**src/sv/iss_ram.sv**
```systemverilog
`timescale 1ns / 1ps
`default_nettype none
module iss_ram #(
    parameter int WIDTH = 32,
    parameter int DEPTH = 64
) (
    input  wire logic                     clk,
    input  wire logic                     we,
    input  wire logic [$clog2(DEPTH)-1:0] waddr,
    input  wire logic [WIDTH-1:0]         wdata,
    input  wire logic [$clog2(DEPTH)-1:0] raddr,
    output logic      [WIDTH-1:0]         rdata
);

    logic [WIDTH-1:0] mem [DEPTH];

    // One write port, one registered read port
    always_ff @(posedge clk)
    begin
        if (we)
        begin
            mem[waddr] <= wdata;
        end
        rdata <= mem[raddr];
    end

endmodule
`default_nettype wire

```
**config.mk**
```make
export PLATFORM = sky130hd
export DESIGN_NAME = iss_ram
export DESIGN_NICKNAME = d
export VERILOG_FILES = /design/src/sv/iss_ram.sv
export SDC_FILE = /design/constraint.sdc
export NUM_CORES = 2
export LEC_CHECK = 0
export BUFFER_PORTS_ARGS = -buffer_cell sky130_fd_sc_hd__buf_2
export CAP_MARGIN = 20
export CORE_UTILIZATION = 45
export DETAILED_ROUTE_END_ITERATION = 16
export PLACE_DENSITY_LB_ADDON = 0.1
export SLEW_MARGIN = 10
export SYNTH_ARGS = -nofsm -noshare
export SYNTH_HDL_FRONTEND = slang
export SYNTH_SLANG_ARGS = --single-unit
```
**constraint.sdc**
```tcl
create_clock -name clk -period 11.46 [get_ports clk]
set_input_delay 1.719 -clock clk [delete_from_list [all_inputs] [get_ports clk]]
set_output_delay 1.719 -clock clk [all_outputs]
set_load 0.01 [all_outputs]
```
Word-level counts from Yosys, hierarchy flattened
Memory sizes are Yosys's and may differ from the RTL's. A register that Yosys moved wholly into a read port is not among the register bits.
Index checks and enable logic that the tools add are counted.
{"block": "word_totals", "reg_bits": 0, "mem_count": 1, "input_bits": 46, "wordCells": 3, "out_inout_bits": 32, "mem_bits_rw": 2048}
{"memory": "mem", "depth": 64, "width": 32, "read_ports": 1, "rd_ports_with_merged_regs": 1, "wr": 1, "line": "15", "text": "logic [WIDTH-1:0] mem [DEPTH];"}
{"block": "classes", "muxes": 2}
{"op": "$mux W1", "count": 2}

Longest topological paths before layout
{"block": "logic_depth", "depth_word": 2, "depth_mapped": 10, "mapped_depth_nobuf": 5}

Least setup slack after synthesis
Ideal clock, no wire load.
{"block": "synth_path", "path_kind": "input -> register", "startpoint": "input waddr[3]", "endpoint": "memory mem[48][0], enable pin", "required_time_ns": 10.999, "path_stages": 4, "setup_ns": 0.461, "path_buffers": 1, "setup_slack_ns": 6.581, "arrival_ns": 4.418, "cell_sequence": "clkbuf_1 > nor2b_1 > nand4b_1 > nor3_1"}
{"element": "from (decl)", "line": "9", "text": "input wire logic [$clog2(DEPTH)-1:0] waddr,"}
{"element": "to (decl)", "line": "15"}
Straight into the memory's write port.

==> results.json <==
{
  "die_w_microns": 420,
  "ys_seq_area_share_pct": 79.1,
  "cts_hold_buf": 0,
  "grt_overflow_total": 0,
  "end_kind": "register",
  "clkTransAtPathRegs_ns": 0.06,
  "drt_iter0_drc": 4540,
  "fmax_mhz": 217,
  "synthTopCellsByCount": "edfxtp_1 (2048), mux4_2 (544), nor2_1 (137)",
  "maxCapViolations": 0,
  "register_area_sq_mm": 0.0621,
  "first_global_vias": 37700,
  "fillCellCount": 13300,
  "relSlewSlack_pct": 25.4,
  "stdcell_count": 6051,
  "worstPathMaxFanout": 69,
  "post_cts_resized": 0,
  "crit_arrival_ns": 5.28,
  "slowest_stage": "buf_4",
  "multiInputGateArea_sq_mm": 0.0160,
  "grt_max_degree": 107,
  "io_buffers": 77,
  "num-nets-final": 3596,
  "synth.most_common_cell": "edfxtp_1",
  "cts_tree": "done",
  "vias": 37000,
  "worstSetupPathType": "in2reg",
  "antenna_found_initial": 15,
  "setup-tns-final_ns": 0,
  "track_usage_pct": 24.5,
  "clk_latency_ns": 0.86,
  "powerDensity_mw_per_mm2": 179,
  "synth_fp_nets": 3370,
  "fin_skew_ns": 0.0295,
  "synth_top_area_cell": "edfxtp_1",
  "via_per_inst": 6.11,
  "die_area_sq_mm": 0.176,
  "dp.cells": 5639,
  "cts_setup_buffers": 0,
  "worstSetupStartpointType": "primary input",
  "initial_core_util_pct": 45.5,
  "outcome": "complete, no violations",
  "synth_ff_type": "edfxtp_1",
  "max_stage_delay_ns": 0.69,
  "final_hold_viol_count": 0,
  "path_delay_family": "buffers and inverters",
  "drtPass1Iterations": 7,
  "finalSetupViolations": 0,
  "max-vdd-ir-drop_v": 0.000175,
  "hold_class": "reg2reg",
  "async_flop_share_pct": 0,
  "cts_buffer_depth": 3,
  "die_height_microns": 420,
  "met3_usage_pct": 3.93,
  "synth.distinct_cells": 34,
  "root_buffer": "clkbuf_16",
  "finalCriticalPeriod_ns": 4.61,
  "gp_congestion": 0.796,
  "drcViolationCount": 0,
  "pin_count": 78,
  "final_layout_size_suffix_gt1_share_pct": 29.6,
  "worst-path-buf-inv": 3,
  "wl_per_cell_microns": 35.1,
  "synth_edf_count": 2048,
  "grt_util_met2_pct": 40.0,
  "grt_pass1_wl_mm": 295,
  "numCtsBuffers": 207,
  "p_leak_nw": 27.7,
  "hpwl_mm": 116,
  "synth.top_cell.area_share_pct": 78.3,
  "fp.coreArea_sq_mm": 0.172,
  "grt_use_met1_pct": 34.8,
  "synthesis.area_sq_mm": 0.0785,
  "htree_levels": 4,
  "ys_seq_elements": 2080,
  "antenna_left": 0,
  "ys_top_cells_by_area": "edfxtp_1 (78%), mux4_2 (16%), mux2i_1 (1.2%), dfxtp_1 (0.82%), o22ai_1 (0.67%)",
  "fp-row-count": 152,
  "syn-mean-instance-area_sq_um": 23.6,
  "yosysWarnings": 0,
  "cts.sinks": 2080,
  "rsz0062_at_grt": "no",
  "worstPathRequired_ns": 12.13,
  "grt_busiest_layer": "met2",
  "fin_crit_sh_pct": 40.3,
  "slew_viol_final": 0,
  "worstMarginPinSlew_ns": 1.12,
  "synthCells": 3324,
  "path_cells": "buf_8 > buf_4 > buf_4 > mux4_2 > mux4_2 > o22ai_1 > nor2_1",
  "wirelength_mm": 212,
  "area_delta_synth_final_pct": 13.9
}
[tightest hold or removal path, stage by stage, from the launching register on]
cell      delay (ns)
edfxtp_1        0.32
mux2i_1         0.06
nand2_1         0.06
a311oi_1        0.11
nor3_1          0.15
[logic make-up after synthesis]
| kind of cell | after synthesis | share of synthesized area, % |
|---|---|---|
| muxes | 637 | 16.8 |
| buffers and inverters | 182 | 1.13 |
| and+or+nand+nor | 223 | 1.27 |
| DFF | 2080 | 79.1 |
| AOI/OAI and AO/OA | 202 | 1.67 |
[routing by layer]
| layer | share of wire, % | routed length (microns) |
|---|---|---|
| met3 | 7.0 | 15000 |
| met4 | 2.1 | 4560 |
| met2 | 49 | 104000 |
| met1 | 42 | 88700 |
| met5 | 0.013 | 27 |
[placed cells by master, fill, tap and decap left out, drive strengths merged, types with 5 or more instances in the layout]
master,instances
o221ai,27
nand3,5
a311oi,8
clkinvlp,7
a22oi,12
nand3b,5
mux2i,93
clkinv,78
dfxtp,32
nor2b,15
inv,9
bufinv,18
o22ai,84
or3b,5
nand2,26
diode,9
clkbuf,279
edfxtp,2048
a21oi,62
mux4,544
buf,199
nor2,137
nand2b,8
nor3,7
[flip-flops by register name (all words and copies together) (netlist names)]
| register | cells |
|---|---|
| mem | 2048 |
| rdata | 32 |
[worst paths after layout]
path | start | end | cells past startpoint | slack [ns]
max | raddr[1] | rdata[16]$_DFF_P_ | 7 | 6.85
min | mem[12][8]$_DFFE_PP_ | rdata[8]$_DFF_P_ | 4 | 0.72
max reg2reg | mem[27][16]$_DFFE_PP_ | rdata[16]$_DFF_P_ | 4 | 9.08
min reg2reg | mem[12][8]$_DFFE_PP_ | rdata[8]$_DFF_P_ | 4 | 0.72
[layout make-up]
cell class,instances,share of cell area [%]
Sequential cell,2080,69.5
Clock inverter,112,1.30
Antenna cell,9,0.0252
Tap cell,2310,3.23
Multi-Input combinational cell,1062,17.9
Timing Repair Buffer,199,1.80
Clock buffer,279,6.28
[metrics by stage]
stage	utilization (%)	hold WS [ns]	setup slack (ns)	total power, mW	instance area, sq um
after global placement	47.7	0.715	5.74	9.37	82300
after global routing	51.8	0.817	6.58	16.4	89400
final	51.8	0.722	6.85	16.0	89400
after floorplan	-	0.663	6.58	9.02	78500
after CTS	51.7	0.720	6.70	16.1	89100
after detailed placement	47.7	0.741	5.78	9.39	82400
[where the power goes]
| part | switching, mW | internal [mW] |
|---|---|---|
| Sequential | 0.0328 | 8.42 |
| Clock | 2.89 | 3.85 |
| Combinational | 0.488 | 0.283 |
Note: power is estimated with default switching activity, not from simulation.
