==> src/sv/iss_pkg.sv <==
`timescale 1ns / 1ps
`default_nettype none
package iss_pkg;

    // Storage geometry
    localparam int MAX_PAGES     = 64;
    localparam int MAX_PAGE_SIZE = 16;
    localparam int PAYLOAD_WIDTH = 64;
    localparam int KEY_W         = 32;
    localparam int PAGE_W        = $clog2(MAX_PAGES);
    localparam int SLOT_W        = $clog2(MAX_PAGE_SIZE);
    localparam int REC_DEPTH     = MAX_PAGES * MAX_PAGE_SIZE;
    localparam int REC_W         = KEY_W + PAYLOAD_WIDTH;

    // Config register widths
    localparam int MODE_W  = 2;
    localparam int PSIZE_W = 5;
    localparam int PCNT_W  = 7;
    localparam int CFG_IDX_W  = 2;
    localparam int CFG_DATA_W = 7;

    // Scan counter: holds up to MAX_PAGES + 1
    localparam int CNT_W = $clog2(MAX_PAGES + 2);

    // Register indexes
    localparam logic [CFG_IDX_W-1:0] CFG_ORDER_MODE     = 2'd0;
    localparam logic [CFG_IDX_W-1:0] CFG_PAGE_SIZE      = 2'd1;
    localparam logic [CFG_IDX_W-1:0] CFG_PAGE_COUNT     = 2'd2;
    localparam logic [CFG_IDX_W-1:0] CFG_LAST_PAGE_FILL = 2'd3;

    // Order modes
    localparam logic [MODE_W-1:0] MODE_ASCENDING  = 2'd0;
    localparam logic [MODE_W-1:0] MODE_DESCENDING = 2'd1;

    // Request actions
    localparam logic ACT_LOAD   = 1'b0;
    localparam logic ACT_SEARCH = 1'b1;

    typedef struct packed {
        logic                     action;
        logic [PAGE_W-1:0]        page_number;
        logic [SLOT_W-1:0]        slot;
        logic signed [KEY_W-1:0]  key;
        logic [PAYLOAD_WIDTH-1:0] payload;
    } iss_req_t;

    typedef struct packed {
        logic                     found;
        logic signed [KEY_W-1:0]  match_key;
        logic [PAYLOAD_WIDTH-1:0] match_payload;
    } iss_rsp_t;

    // Effective (clamped) configuration
    typedef struct packed {
        logic               desc;
        logic [PCNT_W-1:0]  n;
        logic [PSIZE_W-1:0] ps;
        logic [PSIZE_W-1:0] fill;
    } iss_cfg_t;

    // Compare unit result
    typedef struct packed {
        logic beyond;
        logic equal;
    } iss_cmp_t;

endpackage
`default_nettype wire

==> src/sv/iss_cmp.sv <==
`timescale 1ns / 1ps
`default_nettype none
module iss_cmp
    import iss_pkg::*;
(
    input  wire logic signed [KEY_W-1:0] key,
    input  wire logic signed [KEY_W-1:0] ref_key,
    input  wire logic                    desc,
    output iss_cmp_t                     res
);

    // Shared magnitude compare; "beyond" means ref_key lies past key in scan order
    always_comb
    begin
        res.beyond = desc ? (key > ref_key) : (key < ref_key);
        res.equal  = (key == ref_key);
    end

endmodule
`default_nettype wire

==> src/sv/iss_seq.sv <==
`timescale 1ns / 1ps
`default_nettype none
module iss_seq
    import iss_pkg::*;
(
    input  wire logic                           clk,
    input  wire logic                           rst_n,
    input  wire logic                           start,
    input  wire iss_req_t                       req,
    input  wire iss_cfg_t                       cfg,
    input  wire logic [KEY_W-1:0]               idx_rdata,
    input  wire logic [REC_W-1:0]               rec_rdata,
    output logic                                busy,
    output logic                                done,
    output iss_rsp_t                            rsp,
    output logic                                idx_we,
    output logic [PAGE_W-1:0]                   idx_waddr,
    output logic [KEY_W-1:0]                    idx_wdata,
    output logic [PAGE_W-1:0]                   idx_raddr,
    output logic                                rec_we,
    output logic [PAGE_W+SLOT_W-1:0]            rec_waddr,
    output logic [REC_W-1:0]                    rec_wdata,
    output logic [PAGE_W+SLOT_W-1:0]            rec_raddr
);

    typedef enum logic [2:0] {
        S_IDLE,
        S_IDX,
        S_LAST,
        S_LCHK,
        S_PG
    } state_t;

    state_t                  state_reg, state_next;
    logic [CNT_W-1:0]        a_reg, a_next;
    logic [CNT_W-1:0]        c_reg, c_next;
    logic                    dv_reg, dv_next;
    logic [PAGE_W-1:0]       page_reg, page_next;
    logic [PSIZE_W-1:0]      len_reg, len_next;
    logic signed [KEY_W-1:0] key_reg, key_next;
    logic                    done_reg, done_next;
    iss_rsp_t                rsp_reg, rsp_next;

    logic                    load_acc;
    logic signed [KEY_W-1:0] cmp_ref;
    iss_cmp_t                cmp;
    logic [PCNT_W-1:0]       n_m1;
    logic [CNT_W-1:0]        len_m1;
    logic [SLOT_W-1:0]       fill_m1;

    assign busy = (state_reg != S_IDLE);
    assign done = done_reg;
    assign rsp  = rsp_reg;

    // Loads write straight into the record store on acceptance, and into the page index for slot 0
    assign load_acc  = start && !busy && (req.action == ACT_LOAD);
    assign rec_we    = load_acc;
    assign rec_waddr = {req.page_number, req.slot};
    assign rec_wdata = {req.key, req.payload};
    assign idx_we    = load_acc && (req.slot == '0);
    assign idx_waddr = req.page_number;
    assign idx_wdata = req.key;

    // Scan addresses
    assign n_m1      = cfg.n - PCNT_W'(1);
    assign len_m1    = CNT_W'(len_reg) - CNT_W'(1);
    assign fill_m1   = SLOT_W'(cfg.fill - PSIZE_W'(1));
    assign idx_raddr = a_reg[PAGE_W-1:0];
    assign rec_raddr = (state_reg == S_LAST) ? {n_m1[PAGE_W-1:0], fill_m1}
                                             : {page_reg, a_reg[SLOT_W-1:0]};

    // One compare unit shared by index, last-record and page scans
    assign cmp_ref = (state_reg == S_IDX) ? $signed(idx_rdata)
                                          : $signed(rec_rdata[REC_W-1:PAYLOAD_WIDTH]);

    iss_cmp u_cmp (
        .key     (key_reg),
        .ref_key (cmp_ref),
        .desc    (cfg.desc),
        .res     (cmp)
    );

    // Sequencer next state
    always_comb
    begin
        state_next = state_reg;
        a_next     = a_reg;
        c_next     = c_reg;
        dv_next    = dv_reg;
        page_next  = page_reg;
        len_next   = len_reg;
        key_next   = key_reg;
        done_next  = 1'b0;
        rsp_next   = rsp_reg;

        unique case (state_reg)
            S_IDLE:
            begin
                if (start && req.action == ACT_SEARCH)
                begin
                    key_next   = req.key;
                    a_next     = '0;
                    c_next     = '0;
                    dv_next    = 1'b0;
                    state_next = S_IDX;
                end
            end

            S_IDX:
            begin
                a_next  = a_reg + CNT_W'(1);
                dv_next = 1'b1;
                if (cfg.n == '0)
                begin
                    done_next  = 1'b1;
                    rsp_next   = '0;
                    state_next = S_IDLE;
                end
                else if (dv_reg)
                begin
                    c_next = c_reg + CNT_W'(1);
                    if (cmp.beyond)
                    begin
                        if (c_reg == '0)
                        begin
                            // page before the first
                            done_next  = 1'b1;
                            rsp_next   = '0;
                            state_next = S_IDLE;
                        end
                        else
                        begin
                            page_next  = c_reg[PAGE_W-1:0] - PAGE_W'(1);
                            len_next   = cfg.ps;
                            a_next     = '0;
                            c_next     = '0;
                            dv_next    = 1'b0;
                            state_next = S_PG;
                        end
                    end
                    else if (c_reg == CNT_W'(n_m1))
                    begin
                        if (cfg.desc)
                        begin
                            state_next = S_LAST;
                        end
                        else
                        begin
                            page_next  = n_m1[PAGE_W-1:0];
                            len_next   = cfg.fill;
                            a_next     = '0;
                            c_next     = '0;
                            dv_next    = 1'b0;
                            state_next = S_PG;
                        end
                    end
                end
            end

            S_LAST:
            begin
                state_next = S_LCHK;
            end

            // descending: key must be at least the last record's key
            S_LCHK:
            begin
                if (cmp.beyond || cmp.equal)
                begin
                    page_next  = n_m1[PAGE_W-1:0];
                    len_next   = cfg.fill;
                    a_next     = '0;
                    c_next     = '0;
                    dv_next    = 1'b0;
                    state_next = S_PG;
                end
                else
                begin
                    done_next  = 1'b1;
                    rsp_next   = '0;
                    state_next = S_IDLE;
                end
            end

            S_PG:
            begin
                a_next  = a_reg + CNT_W'(1);
                dv_next = 1'b1;
                if (dv_reg)
                begin
                    c_next = c_reg + CNT_W'(1);
                    if (cmp.beyond)
                    begin
                        done_next  = 1'b1;
                        rsp_next   = '0;
                        state_next = S_IDLE;
                    end
                    else if (cmp.equal)
                    begin
                        done_next              = 1'b1;
                        rsp_next.found         = 1'b1;
                        rsp_next.match_key     = rec_rdata[REC_W-1:PAYLOAD_WIDTH];
                        rsp_next.match_payload = rec_rdata[PAYLOAD_WIDTH-1:0];
                        state_next             = S_IDLE;
                    end
                    else if (c_reg == len_m1)
                    begin
                        done_next  = 1'b1;
                        rsp_next   = '0;
                        state_next = S_IDLE;
                    end
                end
            end

            default:
            begin
                state_next = S_IDLE;
            end
        endcase
    end

    // State and registered outputs
    always_ff @(posedge clk or negedge rst_n)
    begin
        if (!rst_n)
        begin
            state_reg <= S_IDLE;
            a_reg     <= '0;
            c_reg     <= '0;
            dv_reg    <= 1'b0;
            page_reg  <= '0;
            len_reg   <= '0;
            key_reg   <= '0;
            done_reg  <= 1'b0;
            rsp_reg   <= '0;
        end
        else
        begin
            state_reg <= state_next;
            a_reg     <= a_next;
            c_reg     <= c_next;
            dv_reg    <= dv_next;
            page_reg  <= page_next;
            len_reg   <= len_next;
            key_reg   <= key_next;
            done_reg  <= done_next;
            rsp_reg   <= rsp_next;
        end
    end

endmodule
`default_nettype wire

==> config.mk <==
export PLATFORM = sky130hd
export DESIGN_NAME = iss_seq
export DESIGN_NICKNAME = d
export VERILOG_FILES = /design/src/sv/iss_pkg.sv /design/src/sv/iss_cmp.sv /design/src/sv/iss_seq.sv
export SDC_FILE = /design/constraint.sdc
export NUM_CORES = 1
export LEC_CHECK = 0
export ABC_AREA = 1
export BUFFER_PORTS_ARGS = -buffer_cell sky130_fd_sc_hd__buf_2
export CAP_MARGIN = 10
export CORE_AREA = 4 4 198 200
export CTS_CLUSTER_DIAMETER = 60
export DETAILED_ROUTE_END_ITERATION = 7
export DIE_AREA = 0 0 202 204
export PLACE_DENSITY = 0.6
export SKIP_CTS_REPAIR_TIMING = 1
export SYNTH_ARGS = -nofsm -noshare
export SYNTH_HDL_FRONTEND = slang
export SYNTH_SLANG_ARGS = --single-unit
==> constraint.sdc <==
create_clock -name clk -period 5.6 [get_ports clk]
set_input_delay 1.12 -clock clk [delete_from_list [all_inputs] [get_ports clk]]
set_output_delay 1.12 -clock clk [all_outputs]
set_load 0.01 [all_outputs]
# Word level (Yosys, flattened, before mapping)
# Cells that the tools add are included.
# W data, S select, Z words.
# totals
wordCells	138
ff_bits	159
output_inout_bits	261
# op_classes
muxes	77
bitwise	1
n_addsub	6
eq_ne	21
order_cmp	2
reduce_logical	20
# ops
op	count
$mux W97	9
$pmux W97 S3	1
$mux W7	15
$pmux W7 S4	2
$mux W6	7
$mux W3	12
$mux W5	7
$eq A32 B32 Y1	1
$gt A32 B32 Y1	1
$lt A32 B32 Y1	1
$mux W32	1
$mux W1	17
$pmux W3 S5	1
$add A7 B1 Y7 const B	2
$eq A7 B7 Y1	2
$logic_not A7 Y1	2
$reduce_and A7 Y1	2
$ne A2 B2 Y1 const B	6
$pmux W6 S2	1
$mux W10	1
$pmux W5 S2	1
$ne A3 B2 Y1 const B	3
$sub A7 B1 Y7 const B	1
$eq A3 B2 Y1 const B	2
other kinds (24)	29

# Depth between registers and ports, before layout
# logic_depth
ltp_word	8
depth_mapped	31
depth_no_buf	28

# By module
# From an unflattened synthesis, not the netlist that was laid out.
# hier_totals
hier_cells	1285
hier_area_um2	10197.3
# modules_own_cells
mod	cells_each	seq_area_each_um2	n_inst	area_each_um2
iss_seq	1132	3953.8	1	9261.4
iss_cmp	153	0.0	1	935.9

# Least setup slack after synthesis
# No wires, ideal clock.
# synth_path
path_kind	register to register
from	register state_reg[0]
to	register rsp_reg (netlist bit rsp[66])
setup_time_ps	118
path_slack_ps	1997
path_stages_with_launch	23
required_time_ps	5482
synth_period_minus_slack_ps	3603
arrival_time_ps	3485
cell_sequence	dfrtp_1 -> inv_2 -> nor2_1 -> inv_1 -> nor2_4 -> buf_1 -> buf_1 -> mux2i_1 -> ha_1 -> a21oi_1 -> o21ai_0 -> nand2_1 -> nand2_1 -> a21oi_1 -> nand2_1 -> nand2_1 -> nand3_2 -> nand2_2 -> nand4_2 -> buf_2 -> buf_2 -> nand4_1 -> nand2_1
# synth_between
elab_chain_cells	7
# synth_lines
item	line	source
start: declaration	iss_seq.sv:34	state_t state_reg, state_next;
start signal: assignment	iss_seq.sv:239	state_reg <= state_next;
$eq A3 B1 Y1	iss_seq.sv:73, iss_seq.sv:96	
$mux W32	iss_seq.sv:73	assign cmp_ref = (state_reg == S_IDX) ? $signed(idx_rdata)
$lt A32 B32 Y1, or another cell as far along	iss_cmp.sv:15	res.beyond = desc ? (key > ref_key) : (key < ref_key);
$mux W1 or $mux W97 (tied branches)	iss_cmp.sv:15, iss_seq.sv:198	
$mux W97 or $logic_or A1 B1 Y1 (tied branches)	iss_seq.sv:192, iss_seq.sv:168	
$mux W97 or $ne A2 B2 Y1 (tied branches)	-	
$pmux W97 S3 or $reduce_and A7 Y1 (tied branches)	-	
end signal: assignment	iss_seq.sv:247	rsp_reg <= rsp_next;
end: declaration	iss_seq.sv:42	iss_rsp_t rsp_reg, rsp_next;
# Several ways; a longest one is shown, not always the timed one. The select of a mux whose other input is x is not followed.
# A chain may end at the register's enable or synchronous reset.

# Worst setup path in the final report
# layout_path
from	register state_reg[2]
to	register rsp_reg (netlist bit rsp[34])
# The elaborated chain is that of the path after synthesis.

==> summary.txt <==
Logic synthesis
  • Syn avg cell area: around 7.6 sq um
  • Synthesized Nets: 1,776
  • Syn Std Cell Area: 11,300 sq um
  • Main flop type after synthesis: dfrtp_1
  • Yosys synthesis warning count: 0
  • Post-synth ARST share: 100%
  • Synth Register Bits: ~160
  • Register area share after synthesis: roughly a third
  • Synth unique cells: 39
  • Post-Synthesis Cells: roughly 1,500
  • Post-synth EDFFs: 0

Die
  • # IOs: ~520
  • Initial Util: between 30 and 40%
  • Core area: around 37,000 sq um
  • Die W: about 200 microns
  • FP Rows: between 70 and 80
  • Die area: around 40,000 sq um
  • Die extent in y: around 200 microns

Pwr
  • LEAKAGE: around 0.007 uW
  • Worst vdd rail ir drop: 339 uV
  • Power Dens Cells: around 450 nW/um^2
  • Power Total: slightly below 6000 uW

GRT
  • Largest net degree at the start of global routing: slightly above 80
  • Grt ovf: 0
  • Vias in the first global route: 10,800
  • Tot GR Track Use: 18.8%
  • Initial antenna violation count: 3
  • Global-route wire length before repair: 61.8 mm

STA
  • Final worst-path setup slack: around 0.73 ns
  • RSZ-0062 raised after global routing: false
  • Worst clock skew: between 0.01 and 0.015 ns
  • Slew Viols, Final: 0
  • Max Clk Rate: roughly 210 MHz
  • Fin crit share: between 80 and 90%
  • Crit path time final: 4.87 ns
  • Final TNS setup: 0 ns
  • Rel. slew slack: a little under a third
  • Final setup viols: 0
  • Worst-Margin Slew: 1.04 ns
  • Endpoints failing hold: 0

Drt
  • First drt pass iteration count: 8
  • Mean number of vias per cell: just over 5
  • Vias: about 11,000
  • DR iter-0 viols: ~730
  • Final ANT Viol Nets: 0
  • Wire per inst: 18.5 microns
  • Total Wirelength: ~40 mm
  • DRC: 0

Final layout
  • Non-Filler Instances: approximately 2,200
  • Area grow syn2layout: 15.5%
  • # fillers: 4,033
  • Post-layout util: a little over a third
  • Max FFs per register: 97
  • # nets final: just under 2,000
  • Layout cells sized above 1: about 29%

CTS
  • Reg clk slew, reported paths: about 0.07 ns
  • CTS tree: yes
  • Root Driver: clkbuf_16
  • Worst-Skew Late Latency: approximately 0.46 ns
  • Clock buffer depth: 2
  • Clock sinks: 158
  • Inserted Clock Buffers: 17
  • H-tree lvl count: 4

Worst setup path
  • Slowest stage delay, CP: 0.71 ns
  • Reg2Reg Setup Slack: 0.73 ns
  • Critical Setup Path Class: flop to flop
  • Critical path buffers and inverters: 4
  • Family with the most delay on the worst path: simple AND/OR/NAND/NOR gates
  • Data required, critical path: 5.94 ns
  • Worst Path Arrival: 5.21 ns
  • CP max FO: 47
  • CP endpoint kind: flop
  • Slowest CP cell: nand4_4
  • CP most frequent cell: nand2_1
  • Crit-path cells: nor2_1, inv_1, nor2_4, buf_4, mux2i_1, ha_1, nand2_1, inv_1, nand3_1, nor3_1, nand2_1, nand2_1, nand2_1, nand3_1, nand3_2, nand2_4, nand4_4, buf_4, nand4_1, nand2_1
  • Crit start category: flop

Hold path
  • HP Class: flop to flop

Placement
  • I/O Buffers: 370
  • Placed Cells: roughly 2,100
  • Post-Place Setup Slack: roughly 0.76 ns
  • Gpl congestion: slightly below 0.9
  • Post-DP HPWL: about 29 mm

Run
  • Max cap viols: 0

Status
  • Status: finished, final reports clean
## metal layers
| metal | vias to the layer above | track usage (%) | routed length (microns) |
|---|---|---|---|
| met5 | - | 0 | 9 |
| met4 | 2 | 6.23 | 1080 |
| met3 | 67 | 4.89 | 2760 |
| met2 | 450 | 31.1 | 19400 |
| met1 | 5249 | 23.9 | 16700 |
| li1 | 5225 | - | - |
## synth_stat cells, types with 6 or more instances
library cell | instances | area share, %
xor2_1 | 19 | 1.5
xnor2_1 | 8 | 0.62
o21ai_0 | 33 | 1.5
mux2_2 | 31 | 3.1
nand3_1 | 43 | 1.9
mux2i_1 | 31 | 2.7
nand3_2 | 6 | 0.53
buf_2 | 27 | 1.2
nand4_1 | 203 | 11
nor2_1 | 34 | 1.1
buf_1 | 13 | 0.43
dfrtp_1 | 158 | 35
buf_4 | 149 | 9.9
inv_1 | 67 | 2.2
nand2_1 | 405 | 13
a21oi_1 | 14 | 0.62
ha_1 | 38 | 4.2
clkbuf_1 | 62 | 2.1
nor3_1 | 103 | 4.5
## cell usage in the layout (no fill, tap or decap), types with 3 or more instances in the layout
cell         n
dfrtp_1    158
clkbuf_16   17
nand4_1    203
mux2_2      31
a21oi_1     14
nor2_1      34
clkinv_4     4
mux2i_1     31
xor2_1      19
o31ai_1      4
nand3_2      6
clkinv_2     6
nor3_1     103
nand2_1    404
ha_1        38
nand2_4      3
nand3_1     42
o21ai_0     33
o21ai_1      3
buf_12       6
inv_1       67
buf_2      369
o21bai_1     4
xnor2_1      8
buf_4       15
## kinds of logic after synthesis
group	after synthesis	synth area share, %
AOI/OAI and AO/OA	63	3.12
adders and majority gates	38	4.19
DFF	158	34.9
xor gates and xnor gates	27	2.09
buffers and inverters	328	16.4
muxes	62	5.82
and+or+nand+nor	806	33.6
## report_power, final
part           switching, uW  internal [uW]
combinational           2310            947
clock                    526            626
sequential               154           1340
total                   2990           2910
## worst paths after layout
kind	start	to	cells after the start
max in group asynchronous	rst_n	rsp[36]	2
worst min-delay path	page_reg[0]	page_reg[0]	2
min in group asynchronous	rst_n	key_reg[25]	1
worst min register to register	page_reg[0]	page_reg[0]	2
worst max register to register	state_reg[2]	rsp[34]	20
worst max-delay path	state_reg[2]	rsp[34]	20
## area by class of cell
class	instances	area (sq um)	share of cell area (%)
flip-flops and latches	158	3950	30.2
clock buffers	20	447	3.41
well taps	511	639	4.88
diodes	2	5.00	0.0382
repair buffers	391	2090	16.0
clock inverters	12	113	0.860
multi-input cells	996	5570	42.5
inverters	73	278	2.12
## stage by stage
stage / hold slack, ns / area [sq um]
floorplan: 0.442 / 11300
global placement: 0.459 / 12500
detailed placement: 0.463 / 12500
CTS: 0.480 / 13100
global route: 0.493 / 13100
finish: 0.479 / 13100
## tightest hold or removal path, stage by stage, from the launching register on
cell     delay [ns]
dfrtp_1        0.35
nand2_1        0.05
nand2_1        0.05
No activity file was read; power rests on OpenSTA's default activity.
