**src/sv/iss_pkg.sv**
```systemverilog
`timescale 1ns / 1ps
`default_nettype none
package iss_pkg;

    // Storage geometry
    localparam int MAX_PAGES     = 64;
    localparam int MAX_PAGE_SIZE = 16;
    localparam int PAYLOAD_WIDTH = 64;
    localparam int KEY_W         = 32;
    localparam int PAGE_W        = $clog2(MAX_PAGES);
    localparam int SLOT_W        = $clog2(MAX_PAGE_SIZE);
    localparam int REC_DEPTH     = MAX_PAGES * MAX_PAGE_SIZE;
    localparam int REC_W         = KEY_W + PAYLOAD_WIDTH;

    // Config register widths
    localparam int MODE_W  = 2;
    localparam int PSIZE_W = 5;
    localparam int PCNT_W  = 7;
    localparam int CFG_IDX_W  = 2;
    localparam int CFG_DATA_W = 7;

    // Scan counter: holds up to MAX_PAGES + 1
    localparam int CNT_W = $clog2(MAX_PAGES + 2);

    // Register indexes
    localparam logic [CFG_IDX_W-1:0] CFG_ORDER_MODE     = 2'd0;
    localparam logic [CFG_IDX_W-1:0] CFG_PAGE_SIZE      = 2'd1;
    localparam logic [CFG_IDX_W-1:0] CFG_PAGE_COUNT     = 2'd2;
    localparam logic [CFG_IDX_W-1:0] CFG_LAST_PAGE_FILL = 2'd3;

    // Order modes
    localparam logic [MODE_W-1:0] MODE_ASCENDING  = 2'd0;
    localparam logic [MODE_W-1:0] MODE_DESCENDING = 2'd1;

    // Request actions
    localparam logic ACT_LOAD   = 1'b0;
    localparam logic ACT_SEARCH = 1'b1;

    typedef struct packed {
        logic                     action;
        logic [PAGE_W-1:0]        page_number;
        logic [SLOT_W-1:0]        slot;
        logic signed [KEY_W-1:0]  key;
        logic [PAYLOAD_WIDTH-1:0] payload;
    } iss_req_t;

    typedef struct packed {
        logic                     found;
        logic signed [KEY_W-1:0]  match_key;
        logic [PAYLOAD_WIDTH-1:0] match_payload;
    } iss_rsp_t;

    // Effective (clamped) configuration
    typedef struct packed {
        logic               desc;
        logic [PCNT_W-1:0]  n;
        logic [PSIZE_W-1:0] ps;
        logic [PSIZE_W-1:0] fill;
    } iss_cfg_t;

    // Compare unit result
    typedef struct packed {
        logic beyond;
        logic equal;
    } iss_cmp_t;

endpackage
`default_nettype wire

```
**src/sv/iss_cfg.sv**
```systemverilog
`timescale 1ns / 1ps
`default_nettype none
module iss_cfg
    import iss_pkg::*;
(
    input  wire logic                  clk,
    input  wire logic                  rst_n,
    input  wire logic                  cfg_we,
    input  wire logic [CFG_IDX_W-1:0]  cfg_index,
    input  wire logic [CFG_DATA_W-1:0] cfg_data,
    output iss_cfg_t                   cfg
);

    logic [MODE_W-1:0]  order_mode_reg;
    logic [PSIZE_W-1:0] page_size_reg;
    logic [PCNT_W-1:0]  page_count_reg;
    logic [PSIZE_W-1:0] last_fill_reg;
    logic [PSIZE_W-1:0] ps_eff;

    // Register writes
    always_ff @(posedge clk or negedge rst_n)
    begin
        if (!rst_n)
        begin
            order_mode_reg <= MODE_ASCENDING;
            page_size_reg  <= PSIZE_W'(MAX_PAGE_SIZE);
            page_count_reg <= '0;
            last_fill_reg  <= PSIZE_W'(MAX_PAGE_SIZE);
        end
        else if (cfg_we)
        begin
            unique case (cfg_index)
                CFG_ORDER_MODE:     order_mode_reg <= cfg_data[MODE_W-1:0];
                CFG_PAGE_SIZE:      page_size_reg  <= cfg_data[PSIZE_W-1:0];
                CFG_PAGE_COUNT:     page_count_reg <= cfg_data[PCNT_W-1:0];
                CFG_LAST_PAGE_FILL: last_fill_reg  <= cfg_data[PSIZE_W-1:0];
                default:            ;
            endcase
        end
    end

    // Clamp to legal ranges
    always_comb
    begin
        if (page_size_reg == '0)
            ps_eff = PSIZE_W'(1);
        else if (page_size_reg > PSIZE_W'(MAX_PAGE_SIZE))
            ps_eff = PSIZE_W'(MAX_PAGE_SIZE);
        else
            ps_eff = page_size_reg;

        cfg.desc = (order_mode_reg == MODE_DESCENDING);
        cfg.n    = (page_count_reg > PCNT_W'(MAX_PAGES)) ? PCNT_W'(MAX_PAGES)
                                                         : page_count_reg;
        cfg.ps   = ps_eff;
        cfg.fill = (last_fill_reg == '0 || last_fill_reg > ps_eff) ? ps_eff
                                                                   : last_fill_reg;
    end

endmodule
`default_nettype wire

```
**config.mk**
```make
export PLATFORM = sky130hd
export DESIGN_NAME = iss_cfg
export DESIGN_NICKNAME = d
export VERILOG_FILES = /design/src/sv/iss_pkg.sv /design/src/sv/iss_cfg.sv
export SDC_FILE = /design/constraint.sdc
export NUM_CORES = 1
export LEC_CHECK = 0
export BUFFER_PORTS_ARGS = -buffer_cell sky130_fd_sc_hd__clkbuf_2
export CELL_PAD_IN_SITES_DETAIL_PLACEMENT = 2
export CELL_PAD_IN_SITES_GLOBAL_PLACEMENT = 2
export CORE_ASPECT_RATIO = 0.75
export CORE_MARGIN = 5
export CORE_UTILIZATION = 32
export CTS_CLUSTER_SIZE = 25
export DETAILED_ROUTE_END_ITERATION = 10
export PLACE_DENSITY = 0.85
export SKIP_CTS_REPAIR_TIMING = 1
export SLEW_MARGIN = 40
export SYNTH_ARGS = -nofsm -noshare
export SYNTH_HDL_FRONTEND = slang
export SYNTH_SLANG_ARGS = --single-unit
export TNS_END_PERCENT = 5
```
**constraint.sdc**
```tcl
create_clock -name clk -period 3.1 [get_ports clk]
set_input_delay 0.62 -clock clk [delete_from_list [all_inputs] [get_ports clk]]
set_output_delay 0.62 -clock clk [all_outputs]
set_load 0.005 [all_outputs]
```
# == Yosys cells after proc, flatten, opt, wreduce, memory -nomap -nowiden ==
# Index checks and enable logic that the tools add are counted.
# totals
ff_bits,19
elab_cells,23
in_bits,12
output_inout_bits,18
# classes
reduce_logical,8
magnitude_cmp,3
muxes,4
n_eq_ne,4
# op_table
op,n
$mux 5,3
$logic_not 5->1,2
$reduce_and 2->1,4
$gt 7x7->1 const B,1
$mux 7,1
$gt 5x5->1,1
$gt 5x5->1 const B,1
$eq 2x1->1 const B,2
$eq 2x2->1 const B,2
$logic_not 2->1,1
$logic_or 1x1->1,1

# == Logic depth before layout (Yosys ltp) ==
# Gate-level depths: netlist of the first run.
# depth
depth_word,6
mapped_depth,8
mapped_depth_nobuf,7

# == Least setup slack after synthesis of the first run ==
# No wires, ideal clock.
# synth_path
path_kind,register -> output
start,reg page_size_reg[4]
end,out cfg[1] (netlist bit)
setup_slack_ns,0.647
path_stages_with_launch,8
path_buffers,1
arrival_time_ns,1.833
required_time_ns,2.480
path_cell_list,dfstp_2 nand2b_1 ha_1 and4b_1 o21a_1 buf_6 a311oi_1 o311ai_0
# synth_lines
item,line_no,source
from (decl),iss_cfg.sv:15,logic [PSIZE_W-1:0] page_size_reg;
from (signal assigned),iss_cfg.sv:26,page_size_reg <= PSIZE_W'(MAX_PAGE_SIZE);
from (signal assigned),iss_cfg.sv:34,CFG_PAGE_SIZE: page_size_reg <= cfg_data[PSIZE_W-1:0];
to (decl),iss_cfg.sv:11,output iss_cfg_t cfg

==> flow_metrics.env, run 1 <==
export IMPL_skew_ns=0
export IMPL_final_cells=176
export IMPL_h_tree_depth=1
export IMPL_crit_required_ns=2.48
export IMPL_path_clk_slew_ns=0.07
export IMPL_leakage_nw=0.682
export IMPL_ys_warn_count=0
export IMPL_synth_edf_count=0
export IMPL_post_route_period_util_pct=97.1
export IMPL_power_w=0.000916
export IMPL_diodes=0
export IMPL_clkLatencyLatePin_ns=0.25
export IMPL_pin_count=30
export IMPL_numClockSinks=19
export IMPL_setup_viol=0
export IMPL_io_buffer_count=29
export IMPL_slew_headroom_pct=67.7
export IMPL_multi_input_area_sq_um=649
export IMPL_grt_pass1_vias=1080
export IMPL_status="finished, final reports clean"
export IMPL_ff_latch_area_sq_um=479
export IMPL_fin_tns_setup_ns=0
export IMPL_grt_first_pass_wirelength_microns=5480
export IMPL_ys_flop_type="dfrtp_1"
export IMPL_ant_nets=0
export IMPL_r2r_start="last_fill_reg[0]"
export IMPL_design_core_area_sq_um=3360
export IMPL_p_per_area_nw_per_um2=646
export IMPL_min_path_type="input port to asynchronous set/reset pin"
export IMPL_rows=18
export IMPL_ys_types=27
export IMPL_grt_antenna_before_repair=0
export IMPL_reg2reg_slack_ns=2.18
export IMPL_dpl_worst_slack_ns=0.256
export IMPL_ir_worst_vdd_v=0.000201
export IMPL_syn_area_sq_um=1140
export IMPL_fin_ws_ns=0.0886
export IMPL_grt_remaining_overflow=0
export IMPL_cts_tree="built"
export IMPL_tightestPinTransition_ns=0.485
export IMPL_vias=951
export IMPL_rr_endpoint="last_fill_reg[0]"
export IMPL_dp_cells=170
export IMPL_drt_wl_total_microns=3390
export IMPL_final_cell_mix="clkbuf_2, mux2_2, dfrtp_1, inv_1, nor2b_1"
export IMPL_track_usage_pct=14.8
export IMPL_crit_type="flop to output port"
export IMPL_cp_max_fo=10
export IMPL_startpoint="page_size_reg[4]"
export IMPL_utilization_pct=42.2
export IMPL_die_h_microns=61.7
export IMPL_routedWlPerCell_microns=19.3
export IMPL_r2r_cells=1
export IMPL_area_delta_synth_final_pct=24.4
export IMPL_drt_pre_antenna_iters=4
export IMPL_die_w_microns=78.9
export IMPL_cts_root_buf="clkbuf_8"
export IMPL_largest_reg_flops=7
export IMPL_synth_avg_cell_area_sq_um=10.9
export IMPL_dpl_hpwl_microns=2650
export IMPL_nFillCells=374
export IMPL_grt_max_degree=20
export IMPL_async_reset_ff_share_pct=100
export IMPL_vias_per_cell=5.40
export IMPL_drtIter0Drc=41
export IMPL_worst_setup_path_start_kind="flop"
export IMPL_cp_end_kind="output port"
export IMPL_numCtsBuffers=3
export IMPL_drc_errors=0
export IMPL_hold_viol=0
export IMPL_ys_seq_area_share_pct=41.9
export IMPL_layout_commonest_cell="clkbuf_2"
export IMPL_fmax_mhz=332
export IMPL_drv_slew=0
export IMPL_dieArea_sq_um=4870
export IMPL_synth_cells=105
export IMPL_cp_data_arrival_time_ns=2.39
export IMPL_clockBufferDepth=2
export IMPL_fin_crit_ns=3.01
export IMPL_fin_nets=154
export IMPL_ys_ff_latch=19
export IMPL_gp_congestion=0.784
export IMPL_drive_gt1_share_pct=48.5
export IMPL_critPathCapture="cfg[4]"
export IMPL_syn_nets=122
export IMPL_start_util_pct=34.0
export IMPL_max_cap_viol_count=0
==> per-stage QoR <==
stage               instance area (sq um)  hold WS, ns
detailed placement                   1310        0.492
global placement                     1310        0.480
global route                         1420        0.343
finish                               1420        0.312
CTS                                  1360        0.320
floorplan                            1140        0.324
==> logic make-up (layout without fill, tap and decap cells) <==
logic type,Yosys count,in the layout,share of synthesized area (%)
and+or+nand+nor,34,34,18.3
muxes,19,19,18.8
DFF,19,19,41.9
AOI/OAI and AO/OA,15,15,10.5
buffers and inverters,13,44,4.94
adders and majority gates,5,5,5.49
==> synth_stat cells (2+ instances only) <==
library cell  instances  area (sq um)
ha_1                  5          62.6
o21a_1                2          15.0
a311oi_1              4          35.0
mux2_2               19           214
nor2b_1               7          43.8
nor3_1                6          30.0
inv_1                 9          33.8
dfstp_2               2          52.6
clkbuf_1              3          11.3
nand3_1               5          25.0
nand2_1               2          7.51
nand3b_1              2          15.0
dfrtp_1              17           425
and3_1                4          25.0
nand2b_1              3          18.8
o311ai_0              4          35.0
==> metal layers <==
layer / routed length [microns] / track usage, % / share of wire, %
met2: 1660 / 26.7 / 49
met3: 116 / 3.22 / 3.4
met5: 0 / 0 / 0
met4: 48 / 4.41 / 1.4
met1: 1560 / 18.1 / 46
==> worst min path at each step <==
stage               cells after the start           endpoint  slack (ns)
finish                                  1  page_count_reg[0]        0.31
global route                            1  order_mode_reg[0]        0.34
CTS                                     1  page_count_reg[0]        0.32
detailed placement                      1  page_count_reg[2]        0.49
global placement                        1  page_count_reg[5]        0.48
floorplan                               0   last_fill_reg[0]        0.32
==> power breakdown <==
group          switching [W]  total, W  leakage [nW]  internal, W
Clock              0.0000771  0.000168        0.0228    0.0000912
Sequential         0.0000563  0.000356         0.221     0.000299
Combinational       0.000202  0.000392         0.438     0.000191
Total               0.000335  0.000916         0.682     0.000581
==> critical path, cell delays in order (launching register included) <==
cell and delay, ns:
dfstp_2 0.59, nand2b_4 0.16, ha_1 0.26, and4b_1 0.22, o21a_2 0.27, a311oi_1 0.29
o311ai_0 0.19, clkbuf_2 0.15
==> area by class of cell <==
cell class                 instances  share of cell area (%)
timing repair buffer              31                    11.3
inverter                           9                    2.38
sequential                        19                    33.8
clock buffer                       4                    3.18
multi-input combinational         73                    45.8
tap                               40                    3.53
(Power assumes the default switching activity.)
==> run 2, diff against run 1 <==
CELL_PAD_IN_SITES_DETAIL_PLACEMENT = 1   (was 2)
CELL_PAD_IN_SITES_GLOBAL_PLACEMENT = 1   (was 2)
CORE_UTILIZATION = 39   (was 32)
REMOVE_ABC_BUFFERS = 1   (was default)
==> run 2 against run 1 <==
Against the previous run: via count rose by 0.74%; first-iteration DRC count rose by 29%; highest routed layer unchanged; critical path type unchanged; power shrank 2.0%; combinational power shrank 5.1%; clock skew stayed put; critical path depth did not move; die area shrank 15%; design area shrank 1.5%; clock power rose by 2%.
==> flow_metrics.env, run 2 (same netlist as run 1, synthesis figures left out) <==
export IMPL_status="finished, final reports clean"
export IMPL_p_sw_w=0.000328
export IMPL_min_path_type="input port to asynchronous set/reset pin"
export IMPL_drt_pre_antenna_iters=4
export IMPL_ir_worst_vdd_v=0.000328
export IMPL_largest_reg_flops=7
export IMPL_pin_count=30
export IMPL_fin_nets=152
export IMPL_gp_congestion=0.936
export IMPL_fmax_mhz=323
export IMPL_combPwrFrac_pct=41.5
export IMPL_grt_max_degree=20
export IMPL_final_cells=172
export IMPL_grt_pass1_vias=1059
export IMPL_dpl_hpwl_microns=2370
export IMPL_cp_data_arrival_time_ns=2.47
export IMPL_drive_gt1_share_pct=48.5
export IMPL_path_clk_slew_ns=0.07
export IMPL_clockBufferDepth=2
export IMPL_drc_errors=0
export IMPL_dp_cells=168
export IMPL_clkLatencyLatePin_ns=0.26
export IMPL_rsz0062_at_grt="true"
export IMPL_dieArea_sq_um=4120
export IMPL_io_buffer_count=29
export IMPL_worst_setup_path_start_kind="flop"
export IMPL_setup_viol=0
export IMPL_drt_wl_total_microns=3140
export IMPL_design_core_area_sq_um=2870
export IMPL_crit_required_ns=2.48
export IMPL_post_route_period_util_pct=99.8
export IMPL_fin_crit_ns=3.09
export IMPL_cp_end_kind="output port"
export IMPL_utilization_pct=48.6
export IMPL_grt_first_pass_wirelength_microns=5130
export IMPL_leakage_nw=0.666
export IMPL_cp_max_fo=10
export IMPL_grt_remaining_overflow=0
export IMPL_reg2reg_slack_ns=2.19
export IMPL_crit_type="flop to output port"
export IMPL_cts_root_buf="clkbuf_8"
export IMPL_die_h_microns=56.8
export IMPL_vias=958
export IMPL_track_usage_pct=16.1
export IMPL_routedWlPerCell_microns=18.2
export IMPL_cts_tree="built"
export IMPL_rows=17
export IMPL_ant_nets=0
export IMPL_p_sw_share_pct=36.5
export IMPL_hold_viol=0
export IMPL_numClockSinks=19
export IMPL_clkPwrFrac_pct=19.1
export IMPL_tightestPinTransition_ns=0.474
export IMPL_final_cell_mix="clkbuf_2, mux2_2, dfrtp_1, inv_1, nor2b_1"
export IMPL_drv_slew=0
export IMPL_p_int_w=0.000570
export IMPL_drtIter0Drc=53
export IMPL_diodes=0
export IMPL_area_delta_synth_final_pct=22.5
export IMPL_vias_per_cell=5.57
export IMPL_h_tree_depth=1
export IMPL_timing_hold_ws_ns=0.303
export IMPL_pwr_share_seq_pct=39.4
export IMPL_layout_commonest_cell="clkbuf_2"
export IMPL_grt_antenna_before_repair=0
export IMPL_p_per_area_nw_per_um2=643
export IMPL_numCtsBuffers=3
export IMPL_skew_ns=0
export IMPL_max_cap_viol_count=0
export IMPL_die_w_microns=72.4
export IMPL_slew_headroom_pct=68.4
export IMPL_start_util_pct=39.7
[run 2: changes by cell type in the layout (fill, tap and decap cells not counted), sizes merged]
cell,previous run,this run
clkbuf,33,32
clkinv,0,1
buf,2,0
[run 2: worst paths after layout]
kind                                        start                 to  depth (start not counted)
worst max-delay path             page_size_reg[4]             cfg[1]                          7
worst min-delay path                        rst_n  order_mode_reg[0]                          1
worst max register to register   last_fill_reg[0]   last_fill_reg[0]                          1
worst min register to register  page_count_reg[2]  page_count_reg[2]                          1
max in group asynchronous                   rst_n   page_size_reg[4]                          1
min in group clk                page_count_reg[2]  page_count_reg[2]                          1
[run 2: final cells by class]
type,count,area (sq um)
clock buffer,3,41.3
clock inverter,1,5.00
fill,339,1480
inverter,9,33.8
multi-input combinational,73,646
sequential,19,478
tap,38,47.5
timing repair buffer,29,145
[run 2: metal layers]
layer | part of all wire [%] | track usage [%]
met1 | 42 | 20.5
met2 | 54 | 26.8
met5 | 0 | 0
met4 | 2.2 | 5.00
met3 | 2.1 | 3.76
[run 2: worst max-delay path, cell delays in order (launching register included)]
cell and delay [ns]:
dfstp_2 0.61, inv_1 0.12, ha_1 0.35, and4_2 0.29, nand2_2 0.16, a311oi_1 0.29, o311ai_0 0.22, clkbuf_2 0.17
[run 2: stage by stage]
step | TNS [ns] | cell area [sq um] | worst slack (ns) | total power, W
4_1_cts | 0 | 1360 | 0.0167 | 0.000879
3_5_place_dp | 0 | 1310 | 0.319 | 0.000700
2_1_floorplan | 0 | 1120 | 0.667 | 0.000546
3_3_place_gp | 0 | 1310 | 0.456 | 0.000666
6_report | 0 | 1400 | 0.00666 | 0.000898
5_1_grt | -0.119 | 1400 | -0.0613 | 0.000964
[run 2: power by group through the flow]
stage	combinational (W)	sequential (W)	clock (W)
after floorplan	0.000212	0.000334	0
after global placement	0.000318	0.000348	0
after detailed placement	0.000347	0.000353	0
after CTS	0.000349	0.000348	0.000182
after global routing	0.000409	0.000363	0.000193
final	0.000372	0.000354	0.000172
==> run 3, diff against run 2 <==
RECOVER_POWER = 25   (was default)
==> run 3 against run 2 <==
Against the previous run: combinational power barely moved; flip-flop and latch count did not move; global-route usage did not move.
==> flow_metrics.env, run 3 (same netlist as run 1, synthesis figures left out) <==
export IMPL_vias=958
export IMPL_numClockSinks=19
export IMPL_hold_end="page_count_reg[2]"
export IMPL_cp_end_kind="output port"
export IMPL_fmax_mhz=323
export IMPL_die_h_microns=56.8
export IMPL_drt_pre_antenna_iters=4
export IMPL_r2r_start="last_fill_reg[0]"
export IMPL_drtIter0Drc=53
export IMPL_track_usage_pct=16.1
export IMPL_fin_ws_ns=0.00666
export IMPL_placed_cell_area_sq_um=1310
export IMPL_reg2reg_slack_ns=2.19
export IMPL_cts_tree="built"
export IMPL_leakage_nw=0.663
export IMPL_cp_max_fo=10
export IMPL_grt_antenna_before_repair=0
export IMPL_drc_errors=0
export IMPL_crit_required_ns=2.48
export IMPL_layout_commonest_cell="clkbuf_2"
export IMPL_area_delta_synth_final_pct=22.4
export IMPL_rsz0062_at_grt="true"
export IMPL_ir_worst_vdd_v=0.000328
export IMPL_worst_setup_path_start_kind="flop"
export IMPL_dp_cells=168
export IMPL_cpLargestDelayFamily="flip-flops"
export IMPL_final_cell_mix="clkbuf_2, mux2_2, dfrtp_1, inv_1, nor2b_1"
export IMPL_h_tree_depth=1
export IMPL_ant_nets=0
export IMPL_design_core_area_sq_um=2870
export IMPL_vias_per_cell=5.57
export IMPL_post_route_period_util_pct=99.8
export IMPL_dieArea_sq_um=4120
export IMPL_timing_hold_ws_ns=0.497
export IMPL_numCtsBuffers=3
export IMPL_die_w_microns=72.4
export IMPL_cp_data_arrival_time_ns=2.47
export IMPL_nFillCells=338
export IMPL_hold_viol=0
export IMPL_p_per_area_nw_per_um2=644
export IMPL_min_path_type="flop to flop"
export IMPL_max_cap_viol_count=0
export IMPL_grt_remaining_overflow=0
export IMPL_final_cells=172
export IMPL_dpl_hpwl_microns=2370
export IMPL_grt_max_degree=20
export IMPL_pin_count=30
export IMPL_tightestPinTransition_ns=1.01
export IMPL_start_util_pct=39.7
export IMPL_clkLatencyLatePin_ns=0.26
export IMPL_largest_reg_flops=7
export IMPL_drt_wl_total_microns=3140
export IMPL_cts_root_buf="clkbuf_8"
export IMPL_slowest_stage="dfstp_2"
export IMPL_dpl_worst_slack_ns=0.319
export IMPL_grt_first_pass_wirelength_microns=5130
export IMPL_cp_buffers_inverters=2
export IMPL_slew_headroom_pct=32.4
export IMPL_final_cell_area_sq_um=1400
export IMPL_slowest_delay_ns=0.61
export IMPL_routedWlPerCell_microns=18.2
export IMPL_path_clk_slew_ns=0.07
export IMPL_gp_congestion=0.936
export IMPL_io_buffer_count=29
export IMPL_status="finished, final reports clean"
export IMPL_diodes=0
export IMPL_r2r_cells=1
export IMPL_drv_slew=0
export IMPL_setup_viol=0
export IMPL_holdPathStages=1
export IMPL_grt_pass1_vias=1059
export IMPL_rr_endpoint="last_fill_reg[0]"
export IMPL_fin_crit_ns=3.09
export IMPL_min_delay_start="page_count_reg[2]"
export IMPL_skew_ns=0
export IMPL_crit_type="flop to output port"
export IMPL_clockBufferDepth=2
export IMPL_rows=17
export IMPL_power_w=0.000898
export IMPL_drive_gt1_share_pct=47.8
export IMPL_crit_chain="inv_1, ha_1, and4_2, nand2_2, a311oi_1, o311ai_0, clkbuf_2"
export IMPL_fin_nets=152
-- run 3: worst max-delay path by stage --
stage | to | depth (start not counted) | startpoint
CTS | cfg[4] | 7 | page_size_reg[4]
detailed placement | cfg[4] | 7 | page_size_reg[4]
finish | cfg[1] | 7 | page_size_reg[4]
floorplan | cfg[1] | 6 | page_size_reg[4]
global placement | cfg[3] | 7 | page_size_reg[4]
global route | cfg[2] | 7 | page_size_reg[4]
-- run 3: metal layers --
layer	vias to the layer above	GRT usage [%]	share of wire (%)
met4	0	5.00	2.2
met1	486	20.5	42
li1	446	-	-
met2	17	26.8	54
met3	9	3.76	2.1
met5	-	0	0
-- run 3: through the flow --
step	utilization, %	TNS, ns
2_1_floorplan	-	0
3_3_place_gp	45.6	0
3_5_place_dp	45.6	0
4_1_cts	47.2	0
5_1_grt	48.6	-0.119
6_report	48.6	0
-- run 3: layout make-up --
| class | instances | area [sq um] | share of cell area [%] |
|---|---|---|---|
| Clock buffer | 3 | 41.3 | 2.96 |
| Clock inverter | 1 | 5.00 | 0.359 |
| Inverter | 9 | 33.8 | 2.42 |
| Multi-Input combinational cell | 73 | 646 | 46.3 |
| Sequential cell | 19 | 478 | 34.3 |
| Tap cell | 38 | 47.5 | 3.41 |
| Timing Repair Buffer | 29 | 144 | 10.3 |
-- run 3: where the power goes --
group / switching, W / internal (W) / total [W]
clock network: 0.0000821 / 0.0000894 / 0.000172
logic: 0.000191 / 0.000182 / 0.000372
registers: 0.0000554 / 0.000299 / 0.000354
